[config.mk]
export PLATFORM = sky130hd
export DESIGN_NAME = tccw_ctrl
export DESIGN_NICKNAME = d
export VERILOG_FILES = /design/src/rtl/text_console_cell_writer_unit_defines.svh /design/src/rtl/tccw_pkg.sv /design/src/rtl/tccw_ctrl.sv
export SDC_FILE = /design/constraint.sdc
export NUM_CORES = 1
export LEC_CHECK = 0
export BUFFER_PORTS_ARGS = -buffer_cell sky130_fd_sc_hd__buf_2
export CORE_AREA = 3 3 40 42
export DETAILED_ROUTE_END_ITERATION = 7
export DIE_AREA = 0 0 43 45
export PLACE_DENSITY = 0.56
export SYNTH_ARGS = -nofsm -noshare
export SYNTH_HDL_FRONTEND = slang
export SYNTH_SLANG_ARGS = --single-unit
[constraint.sdc]
create_clock -name clk_i -period 1.5 [get_ports clk_i]
set_input_delay 0.3 -clock clk_i [delete_from_list [all_inputs] [get_ports clk_i]]
set_output_delay 0.3 -clock clk_i [all_outputs]
set_load 0.01 [all_outputs]
[src/rtl/text_console_cell_writer_unit_defines.svh]
// Assertion macros for the text console cell writer RTL (used by tccw_dp).
`ifndef TEXT_CONSOLE_CELL_WRITER_UNIT_DEFINES_SVH
`define TEXT_CONSOLE_CELL_WRITER_UNIT_DEFINES_SVH

// Condition must hold at every clock edge out of reset.
`define TCCW_ASSERT_ALWAYS(lbl, cond, msg) \
  lbl: assert property (@(posedge clk_i) disable iff (!rst_ni) (cond)) \
    else $error(msg);

// Consequent must hold in the same cycle as the antecedent.
`define TCCW_ASSERT_IMPLIES(lbl, ante, cons, msg) \
  lbl: assert property (@(posedge clk_i) disable iff (!rst_ni) (ante) |-> (cons)) \
    else $error(msg);

// Consequent must hold in the cycle after the antecedent.
`define TCCW_ASSERT_NEXT(lbl, ante, cons, msg) \
  lbl: assert property (@(posedge clk_i) disable iff (!rst_ni) (ante) |=> (cons)) \
    else $error(msg);

`endif

[src/rtl/tccw_pkg.sv]
// Types and constants shared by the text console cell writer modules.
package tccw_pkg;

  localparam int unsigned COLUMNS_DEF = 80;
  localparam int unsigned ROWS_DEF    = 25;
  localparam int unsigned CFG_INDEX_W = 4;
  localparam int unsigned COLOUR_W    = 4;

  localparam logic [7:0] BLANK_CHAR   = 8'h20;
  localparam logic [7:0] NEWLINE_CHAR = 8'h0a;

  typedef enum logic [1:0] {
    FN_PUT   = 2'd0,
    FN_CLEAR = 2'd1,
    FN_READ  = 2'd2
  } func_e;

  typedef enum logic [CFG_INDEX_W-1:0] {
    REG_FG_COLOUR = 4'd0,
    REG_BG_COLOUR = 4'd1
  } cfg_reg_e;

  typedef enum logic [1:0] {
    SWP_INIT,
    SWP_CLEAR,
    SWP_SCROLL
  } sweep_mode_e;

  typedef enum logic [2:0] {
    ST_INIT,
    ST_INIT_END,
    ST_IDLE,
    ST_EXEC,
    ST_SWEEP,
    ST_DONE
  } state_e;

  typedef struct packed {
    logic [1:0]  func;
    logic [7:0]  char_code;
    logic [10:0] cell_index;
  } in_item_t;

  typedef struct packed {
    logic [15:0] cell_value;
    logic [6:0]  cursor_col;
    logic [4:0]  cursor_row;
    logic        scrolled;
  } out_item_t;

  typedef struct packed {
    logic        accept;
    logic        exec_put;
    logic        sweep_start;
    sweep_mode_e sweep_mode;
    logic        sweep_step;
    logic        load_result;
    logic        from_sweep;
  } dp_cmd_t;

  typedef struct packed {
    logic [1:0] func;
    logic       scroll_need;
    logic       sweep_last;
    logic       out_free;
  } dp_status_t;

endpackage

[src/rtl/tccw_ctrl.sv]
// Command sequencer of the text console cell writer.
module tccw_ctrl (
  input  logic                  clk_i,
  input  logic                  rst_ni,
  input  logic                  in_valid_i,
  output logic                  in_ready_o,
  input  tccw_pkg::dp_status_t  sts_i,
  output tccw_pkg::dp_cmd_t     cmd_o
);

  tccw_pkg::state_e state_q, state_d;

  always_ff @(posedge clk_i or negedge rst_ni) begin
    if (!rst_ni) begin
      state_q <= tccw_pkg::ST_INIT;
    end else begin
      state_q <= state_d;
    end
  end

  always_comb begin
    state_d           = state_q;
    cmd_o             = '0;
    cmd_o.sweep_mode  = tccw_pkg::SWP_INIT;
    in_ready_o        = 1'b0;
    case (state_q)
      tccw_pkg::ST_INIT: begin
        // blank every cell after reset
        cmd_o.sweep_step = 1'b1;
        if (sts_i.sweep_last) state_d = tccw_pkg::ST_INIT_END;
      end
      tccw_pkg::ST_INIT_END: begin
        // let the last pending write land
        state_d = tccw_pkg::ST_IDLE;
      end
      tccw_pkg::ST_IDLE: begin
        in_ready_o = 1'b1;
        if (in_valid_i) begin
          cmd_o.accept = 1'b1;
          state_d      = tccw_pkg::ST_EXEC;
        end
      end
      tccw_pkg::ST_EXEC: begin
        case (sts_i.func)
          tccw_pkg::FN_PUT: begin
            if (sts_i.scroll_need) begin
              cmd_o.exec_put    = 1'b1;
              cmd_o.sweep_start = 1'b1;
              cmd_o.sweep_mode  = tccw_pkg::SWP_SCROLL;
              state_d           = tccw_pkg::ST_SWEEP;
            end else if (sts_i.out_free) begin
              cmd_o.exec_put    = 1'b1;
              cmd_o.load_result = 1'b1;
              state_d           = tccw_pkg::ST_IDLE;
            end
          end
          tccw_pkg::FN_CLEAR: begin
            cmd_o.sweep_start = 1'b1;
            cmd_o.sweep_mode  = tccw_pkg::SWP_CLEAR;
            state_d           = tccw_pkg::ST_SWEEP;
          end
          default: begin
            // read, or a code that does nothing
            if (sts_i.out_free) begin
              cmd_o.load_result = 1'b1;
              state_d           = tccw_pkg::ST_IDLE;
            end
          end
        endcase
      end
      tccw_pkg::ST_SWEEP: begin
        cmd_o.sweep_step = 1'b1;
        if (sts_i.sweep_last) state_d = tccw_pkg::ST_DONE;
      end
      tccw_pkg::ST_DONE: begin
        if (sts_i.out_free) begin
          cmd_o.load_result = 1'b1;
          cmd_o.from_sweep  = 1'b1;
          state_d           = tccw_pkg::ST_IDLE;
        end
      end
      default: begin
        state_d = tccw_pkg::ST_IDLE;
      end
    endcase
  end

endmodule

# Word level (Yosys, flattened, before mapping)
# Cells that the tools add are included.
[totals]
elab_cells = 35
output_inout_bits = 9
ff_bits = 3
inputBits = 8
[op_classes]
eq_ne = 8
reduce_logical = 4
n_mux = 22
[ops]
columns = ["cell", "n"]
rows = [
  ["two-way mux 3 bit", 6],
  ["one-hot mux 3 bit (5 select lines)", 1],
  ["one-hot mux 3 bit (2 select lines)", 2],
  ["two-way mux 1 bit", 9],
  ["== test 3 x 2 -> 1 bit (second input constant)", 2],
  ["== test 3 bit (second input constant)", 2],
  ["!= test 2 bit (second input constant)", 3],
  ["two-way mux 4 bit", 1],
  ["one-hot mux 1 bit (2 select lines)", 2],
  ["zero test 3 bit", 1],
  ["AND reduction 3 bit", 1],
  ["== test 2 x 1 -> 1 bit (second input constant)", 1],
  ["zero test 2 bit", 1],
  ["two-way mux 2 bit", 1],
  ["OR reduction 2 bit", 1],
]

# Depth between registers and ports, before layout
# Gate-level depths: netlist of the first run.
[depth]
ltp_word = 4
ltp_mapped = 4
depth_no_buf = 3

# Worst setup path before layout of the first run
# OpenSTA, ideal clock, no wires.
[synth_path]
path_type = "register to output"
startpoint = "register state_q[1]"
endpoint = "output cmd_o[7] (netlist name)"
arrival_time_ps = 962
path_buffers = 0
path_stages_with_launch = 4
slack_ps = 238
t_required_ps = 1200
path_cell_list = "dfrtp_1 nor2b_1 and2b_1 and2_1"
[synth_lines]
columns = ["element", "line", "rtl"]
rows = [
  ["from (decl)", "tccw_ctrl.sv:11", "tccw_pkg::state_e state_q, state_d;"],
  ["from (signal assigned)", "tccw_ctrl.sv:15", "state_q <= tccw_pkg::ST_INIT;"],
  ["from (signal assigned)", "tccw_ctrl.sv:17", "state_q <= state_d;"],
  ["to (decl)", "tccw_ctrl.sv:8", "output tccw_pkg::dp_cmd_t cmd_o"],
]

==> reports/qor.csv, run 1 <==
metric,value,unit
status,"finished, violations left",
violated checks,setup timing,
DRC,0,
share of layout cells above drive strength 1,0.559,
largest registers,state_q: 3 flops,
Post-synth top cells,"nor2_1, dfrtp_1, o21bai_1",
Synth async-reset ratio,1.00,
final worst slack,-0.0422,ns
Gate power share,0.588,
CP Data Arrival Time,1.24,ns
final count of negative-setup-slack endpoints,3,
vias in the first global route,296,
Starting Density,0.209,
Inst Count DP,64,
grt total ovfl,0,
largest net degree at the start of global routing,10,
Psw,0.297,mW
ranking of synthesized cells by area,"dfrtp_1, nor2_1, o21bai_1",
Clock Tree Root,clkbuf_4,
Core Box Area,0.00128,sq mm
worst skew pair latency,0.23,ns
Max-Cap Viols,0,
Leak,0.236,nW
Routed WL,741,microns
clk sinks,3,
Slew headroom,0.823,
post-synthesis sequential area ratio,0.279,
Net Sw Frac,0.379,
Final period util,1.03,
CP max stage cell,dfrtp_2,
via/cell ratio,4.22,
reg2reg start,state_q[0]$_DFFE_PN0P_,
Syn Inst Count,33,
GR Util All Layers,0.0801,
Max stage delay on crit path,0.41,ns
H-tree depth,1,
Main synth FF type,dfrtp_1,
clock-pin transition on the worst setup and hold timing paths,0.04,ns
Hold Path Class,in2async,
Worst EP required,1.20,ns
r2r setup slk,0.11,ns
total nets after synthesis,41,
clock group share of total power,0.181,
Clock Tree Buf Depth,2,
crit path kind,reg2out,
FMAX,648,MHz
# diodes,0,
full die area,0.00194,sq mm
most flop-heavy register,state_q,
TritonCTS clock tree,done,
internal power,0.486,mW
Worst R2R End,state_q[1]$_DFFE_PN0P_,
Antenna Nets Post-Route,0,
Pre-Repair DR Iteration Count,1,
Startpoint Class,flop,
Seq pwr share,0.231,
Avg Inst Size Synth,8.15,sq um
Buffers on Ports,16,
initial antenna violation count,0,
Horiz. Die Dim,43,microns
"Largest delay share family, worst path",simple AND/OR/NAND/NOR gates,
Synth-to-Final Area Change,74.9,%
share of the synthesized area in the top cell type,0.279,
via count,312,
Post-synth EDFFs,0,
row count,13,
R2R cell count,4,
HPWL Detailed,521,microns
global-route wire length before repair,1120,microns
fillers,138,
most frequent cell after synthesis,nor2_1,
Critical Path Fanout Max,4,
dpl cell area,364,sq um
pwr dens,1660,mW/mm^2
final net count,68,
endpoints failing hold,0,
cts bufs inserted,3,
Synth warnings,0,
Cell variety after synth,20,
DR WL/cell,10.0,microns
Die Ht,45,microns
Setup crit end kind,primary output,
fin crit period,1.54,ns
Final Util,0.366,
max reg flops,3,
CP Cell Sequence,"nor2b_2, and2b_1, and2_1, buf_2",
"Design Area, Final",470,sq um
Place WS,0.0779,ns
leading area contributor after synthesis,dfrtp_1,
placer congestion estimate,0.741,
I/O pin total,17,
Max VDD drop,0.000683,V
Setup Skew,0.0000208,ns
WP buf/inv,1,
RSZ-0062 raised after global routing,true,
Least-Margin Pin Slew,0.266,ns
Seq cells post-synth,3,
non-filler cells in the finished layout,74,
Initial DRC Count,0,
Synth Cell Area,269,sq um
"Slew Viols, Final",0,
[layout make-up]
class	instances	area, sq um	area share
inverters	2	7.51	0.0160
well taps	15	18.8	0.0399
clock buffers	4	26.3	0.0559
repair buffers	23	135	0.287
flip-flops and latches	3	78.8	0.168
multi-input cells	27	204	0.434
[cells in the final DEF (no fill, tap or decap)]
master | netlist | routed
buf_2 | 0 | 16
a221oi_1 | 1 | 1
mux2_2 | 1 | 1
nand2_1 | 1 | 1
nor2_4 | 0 | 1
dfrtp_2 | 0 | 3
nor2_2 | 0 | 1
clkbuf_4 | 0 | 3
dlygate4sd3_1 | 0 | 1
nand4bb_4 | 0 | 1
inv_1 | 2 | 2
mux2i_1 | 1 | 1
o21a_1 | 2 | 2
nand2b_1 | 2 | 2
o21bai_1 | 3 | 3
and2b_1 | 1 | 1
a21oi_1 | 1 | 1
clkbuf_1 | 0 | 1
nor2b_2 | 0 | 1
or3_1 | 1 | 1
buf_4 | 0 | 6
o22ai_1 | 1 | 1
o31a_1 | 1 | 1
and2_1 | 2 | 2
nor2_1 | 6 | 4
o21ai_0 | 1 | 1
[how the worst max path moves through the flow]
stage | startpoint | to | slack, ns | cells past startpoint
2_1_floorplan | state_q[1]$_DFFE_PN0P_ | cmd_o[7] | 0.24 | 3
5_1_grt | state_q[2]$_DFFE_PN0P_ | cmd_o[6] | -0.12 | 4
4_1_cts | state_q[2]$_DFFE_PN0P_ | cmd_o[4] | -0.05 | 4
3_5_place_dp | state_q[0]$_DFFE_PN0P_ | cmd_o[4] | 0.08 | 4
6_report | state_q[1]$_DFFE_PN0P_ | cmd_o[7] | -0.04 | 4
3_3_place_gp | state_q[1]$_DFFE_PN0P_ | cmd_o[1] | 0.11 | 4
[power by group through the flow]
stage | Sequential [mW] | Clock [mW] | Combinational [mW]
after global placement | 0.184 | 0 | 0.330
final | 0.181 | 0.142 | 0.460
after floorplan | 0.149 | 0 | 0.278
after global routing | 0.185 | 0.163 | 0.508
after CTS | 0.181 | 0.151 | 0.435
after detailed placement | 0.182 | 0 | 0.328
[stage by stage]
stage | TNS (ns) | power, mW | hold slack, ns
after floorplan | 0 | 0.428 | 0.00441
after global placement | 0 | 0.514 | 0.0973
after detailed placement | 0 | 0.510 | 0.0991
after CTS | -0.134 | 0.767 | 0.377
after global routing | -0.430 | 0.856 | 0.383
final | -0.114 | 0.783 | 0.389
[metal layers]
layer / up-vias / track usage / part of all wire
met2: 8 / 0.114 / 0.48
met1: 135 / 0.0947 / 0.47
met5: - / 0 / 0
met4: 0 / 0.0723 / 0
met3: 0 / 0.0279 / 0.049
li1: 169 / - / -
[cells by family (layout without fill, tap and decap cells)]
| family | count (synthesis) | in the layout | synth area share |
|---|---|---|---|
| and+or+nand+nor | 15 | 15 | 0.307 |
| AOI/OAI and AO/OA | 10 | 10 | 0.265 |
| DFF | 3 | 3 | 0.279 |
| buffers and inverters | 3 | 29 | 0.0698 |
| muxes | 2 | 2 | 0.0791 |
[what timing repair did]
action,in CTS,in global routing
hold endpoints to repair,3,0
gates cloned,0,0
pin swaps,1,1
gates resized for setup,6,2
setup buffers,4,1
hold buffers,1,0
endpoints found under the setup margin,6,5
(Power assumes the default switching activity.)
==> inputs of run 2 (changes only) <==
--- a/config.mk
+++ b/config.mk
@@ -9,7 +9,8 @@
 export CORE_AREA = 3 3 40 42
 export DETAILED_ROUTE_END_ITERATION = 7
 export DIE_AREA = 0 0 43 45
-export PLACE_DENSITY = 0.56
+export PLACE_DENSITY = 0.47
+export RECOVER_POWER = 25
 export SYNTH_ARGS = -nofsm -noshare
 export SYNTH_HDL_FRONTEND = slang
 export SYNTH_SLANG_ARGS = --single-unit
==> reports/qor.csv, run 2 (synthesis results as in run 1) <==
metric,value,unit,change
initial antenna violation count,0,,unchanged
"Slew Viols, Final",0,,unchanged
Worst EP required,1.20,ns,about the same
Horiz. Die Dim,43,microns,unchanged
Max VDD drop,0.000707,V,was 0.000683 V
most flop-heavy register,state_q,,unchanged
H-tree depth,1,,unchanged
# diodes,0,,unchanged
Hold Path Sink,state_q[0]$_DFFE_PN0P_,,
Slew headroom,0.849,,was 0.823
CP Launch Point,state_q[2]$_DFFE_PN0P_,,was state_q[1]$_DFFE_PN0P_
Hold Path Class,in2reg,,was in2async
CP Cell Sequence,"nand4bb_1, nor2_1, and2_1, buf_2",,"was nor2b_2, and2b_1, and2_1, buf_2"
post-route setup TNS,-0.138,ns,was -0.114 ns
I/O pin total,17,,unchanged
Routed WL,745,microns,was 741 microns
row count,13,,unchanged
Starting Density,0.209,,unchanged
Die Ht,45,microns,unchanged
Clock Tree Root,clkbuf_4,,unchanged
Leak,0.237,nW,was 0.236 nW
pwr dens,1610,mW/mm^2,was 1660 mW/mm^2
cts bufs inserted,3,,unchanged
Pre-Repair DR Iteration Count,3,,was 1
DRC,0,,unchanged
final worst slack,-0.0521,ns,was -0.0422 ns
Critical Path Fanout Max,3,,was 4
status,"finished, violations left",,unchanged
Antenna Nets Post-Route,0,,unchanged
Max stage delay on crit path,0.39,ns,was 0.41 ns
placer congestion estimate,0.691,,was 0.741
GR Util All Layers,0.0883,,was 0.0801
Max-Cap Viols,0,,unchanged
endpoints failing hold,0,,unchanged
global-route wire length before repair,1210,microns,was 1120 microns
RSZ-0062 raised after global routing,true,,unchanged
largest registers,state_q: 3 flops,,unchanged
Worst R2R End,state_q[1]$_DFFE_PN0P_,,unchanged
"commonest non-fill, non-tap cell in the layout",buf_2,,unchanged
Setup crit end kind,primary output,,unchanged
Setup Skew,0.00449,ns,was 0.0000208 ns
"commonest cells after routing, fill and taps aside","buf_2, buf_4, nor2_1",,unchanged
Initial DRC Count,1,,was 0
R2R cell count,5,,was 4
CP max stage cell,dfrtp_1,,was dfrtp_2
fin crit period,1.55,ns,was 1.54 ns
CP Data Arrival Time,1.25,ns,was 1.24 ns
clock-pin transition on the worst setup and hold timing paths,0.04,ns,about the same
clk sinks,3,,unchanged
reg2reg start,state_q[2]$_DFFE_PN0P_,,was state_q[0]$_DFFE_PN0P_
Least-Margin Pin Slew,0.227,ns,was 0.266 ns
hold depth,3,,
violated checks,setup timing,,unchanged
TritonCTS clock tree,done,,unchanged
Synth-to-Final Area Change,73.0,%,was 74.9%
grt total ovfl,0,,unchanged
via/cell ratio,4.33,,was 4.22
Power Total,0.749,mW,was 0.783 mW
worst skew pair latency,0.23,ns,about the same
Final Util,0.362,,was 0.366
final count of negative-setup-slack endpoints,4,,was 3
max reg flops,3,,unchanged
full die area,0.00194,sq mm,unchanged
DR WL/cell,9.93,microns,was 10.0 microns
Buffers on Ports,16,,unchanged
vias in the first global route,289,,was 296
Final period util,1.03,,about the same
hold path startpoint,sts_i[0],,
largest net degree at the start of global routing,10,,unchanged
Startpoint Class,flop,,unchanged
Core Box Area,0.00128,sq mm,unchanged
fillers,145,,was 138
HPWL Detailed,569,microns,was 521 microns
via count,325,,was 312
Clock Tree Buf Depth,2,,unchanged
final net count,69,,was 68
r2r setup slk,0.08,ns,was 0.11 ns
share of layout cells above drive strength 1,0.517,,was 0.559
crit path kind,reg2out,,unchanged
FMAX,644,MHz,was 648 MHz
run 2: worst max-delay path by stage:
stage               end  slack (ns)  cells past startpoint
3_3_place_gp   cmd_o[1]        0.13                      4
2_1_floorplan  cmd_o[7]        0.24                      3
6_report       cmd_o[4]       -0.05                      4
5_1_grt        cmd_o[4]       -0.16                      4
3_5_place_dp   cmd_o[1]        0.13                      4
4_1_cts        cmd_o[4]       -0.06                      4
run 2: timing repair:
action,4_1_cts,5_1_grt
pin swaps,0,3
gates resized for setup,3,4
hold endpoints to repair,3,0
endpoints found under the setup margin,8,7
hold buffers,1,0
buffers inserted,3,2
run 2: per-layer routing:
metal  wire (microns)  vias up  track usage
li1                 -      170            -
met1              320      143       0.0870
met2              357       12        0.141
met3               68        0       0.0438
met4                0        0       0.0723
met5                0        -            0
run 2: worst max-delay path, delay by kind of cell, from the launching register on:
kind | cells | cell delay, ns
and+or+nand+nor | 3 | 0.51
DFF | 1 | 0.39
buffers and inverters | 1 | 0.12
run 2: layout make-up:
type,instances,area [sq um],area share
multi-input combinational,27,188,0.403
sequential,3,77.6,0.167
tap,15,18.8,0.0403
timing repair buffer,24,148,0.317
clock buffer,4,26.3,0.0565
inverter,2,7.51,0.0161
run 2: report_power, final:
group | total, mW | internal [mW] | leakage, nW | switching (mW)
logic | 0.441 | 0.250 | 0.187 | 0.191
clock network | 0.139 | 0.0995 | 0.0150 | 0.0390
registers | 0.170 | 0.122 | 0.0348 | 0.0480
total | 0.749 | 0.471 | 0.237 | 0.278
run 2: stage by stage:
step | instances | worst slack (ns) | hold WS (ns) | cell area, sq um
after global routing | 75 | -0.162 | 0.409 | 465
after floorplan | 33 | 0.238 | 0.00441 | 269
after CTS | 73 | -0.0637 | 0.388 | 435
after global placement | 65 | 0.132 | 0.0982 | 372
final | 75 | -0.0521 | 0.388 | 465
after detailed placement | 65 | 0.126 | 0.0995 | 372
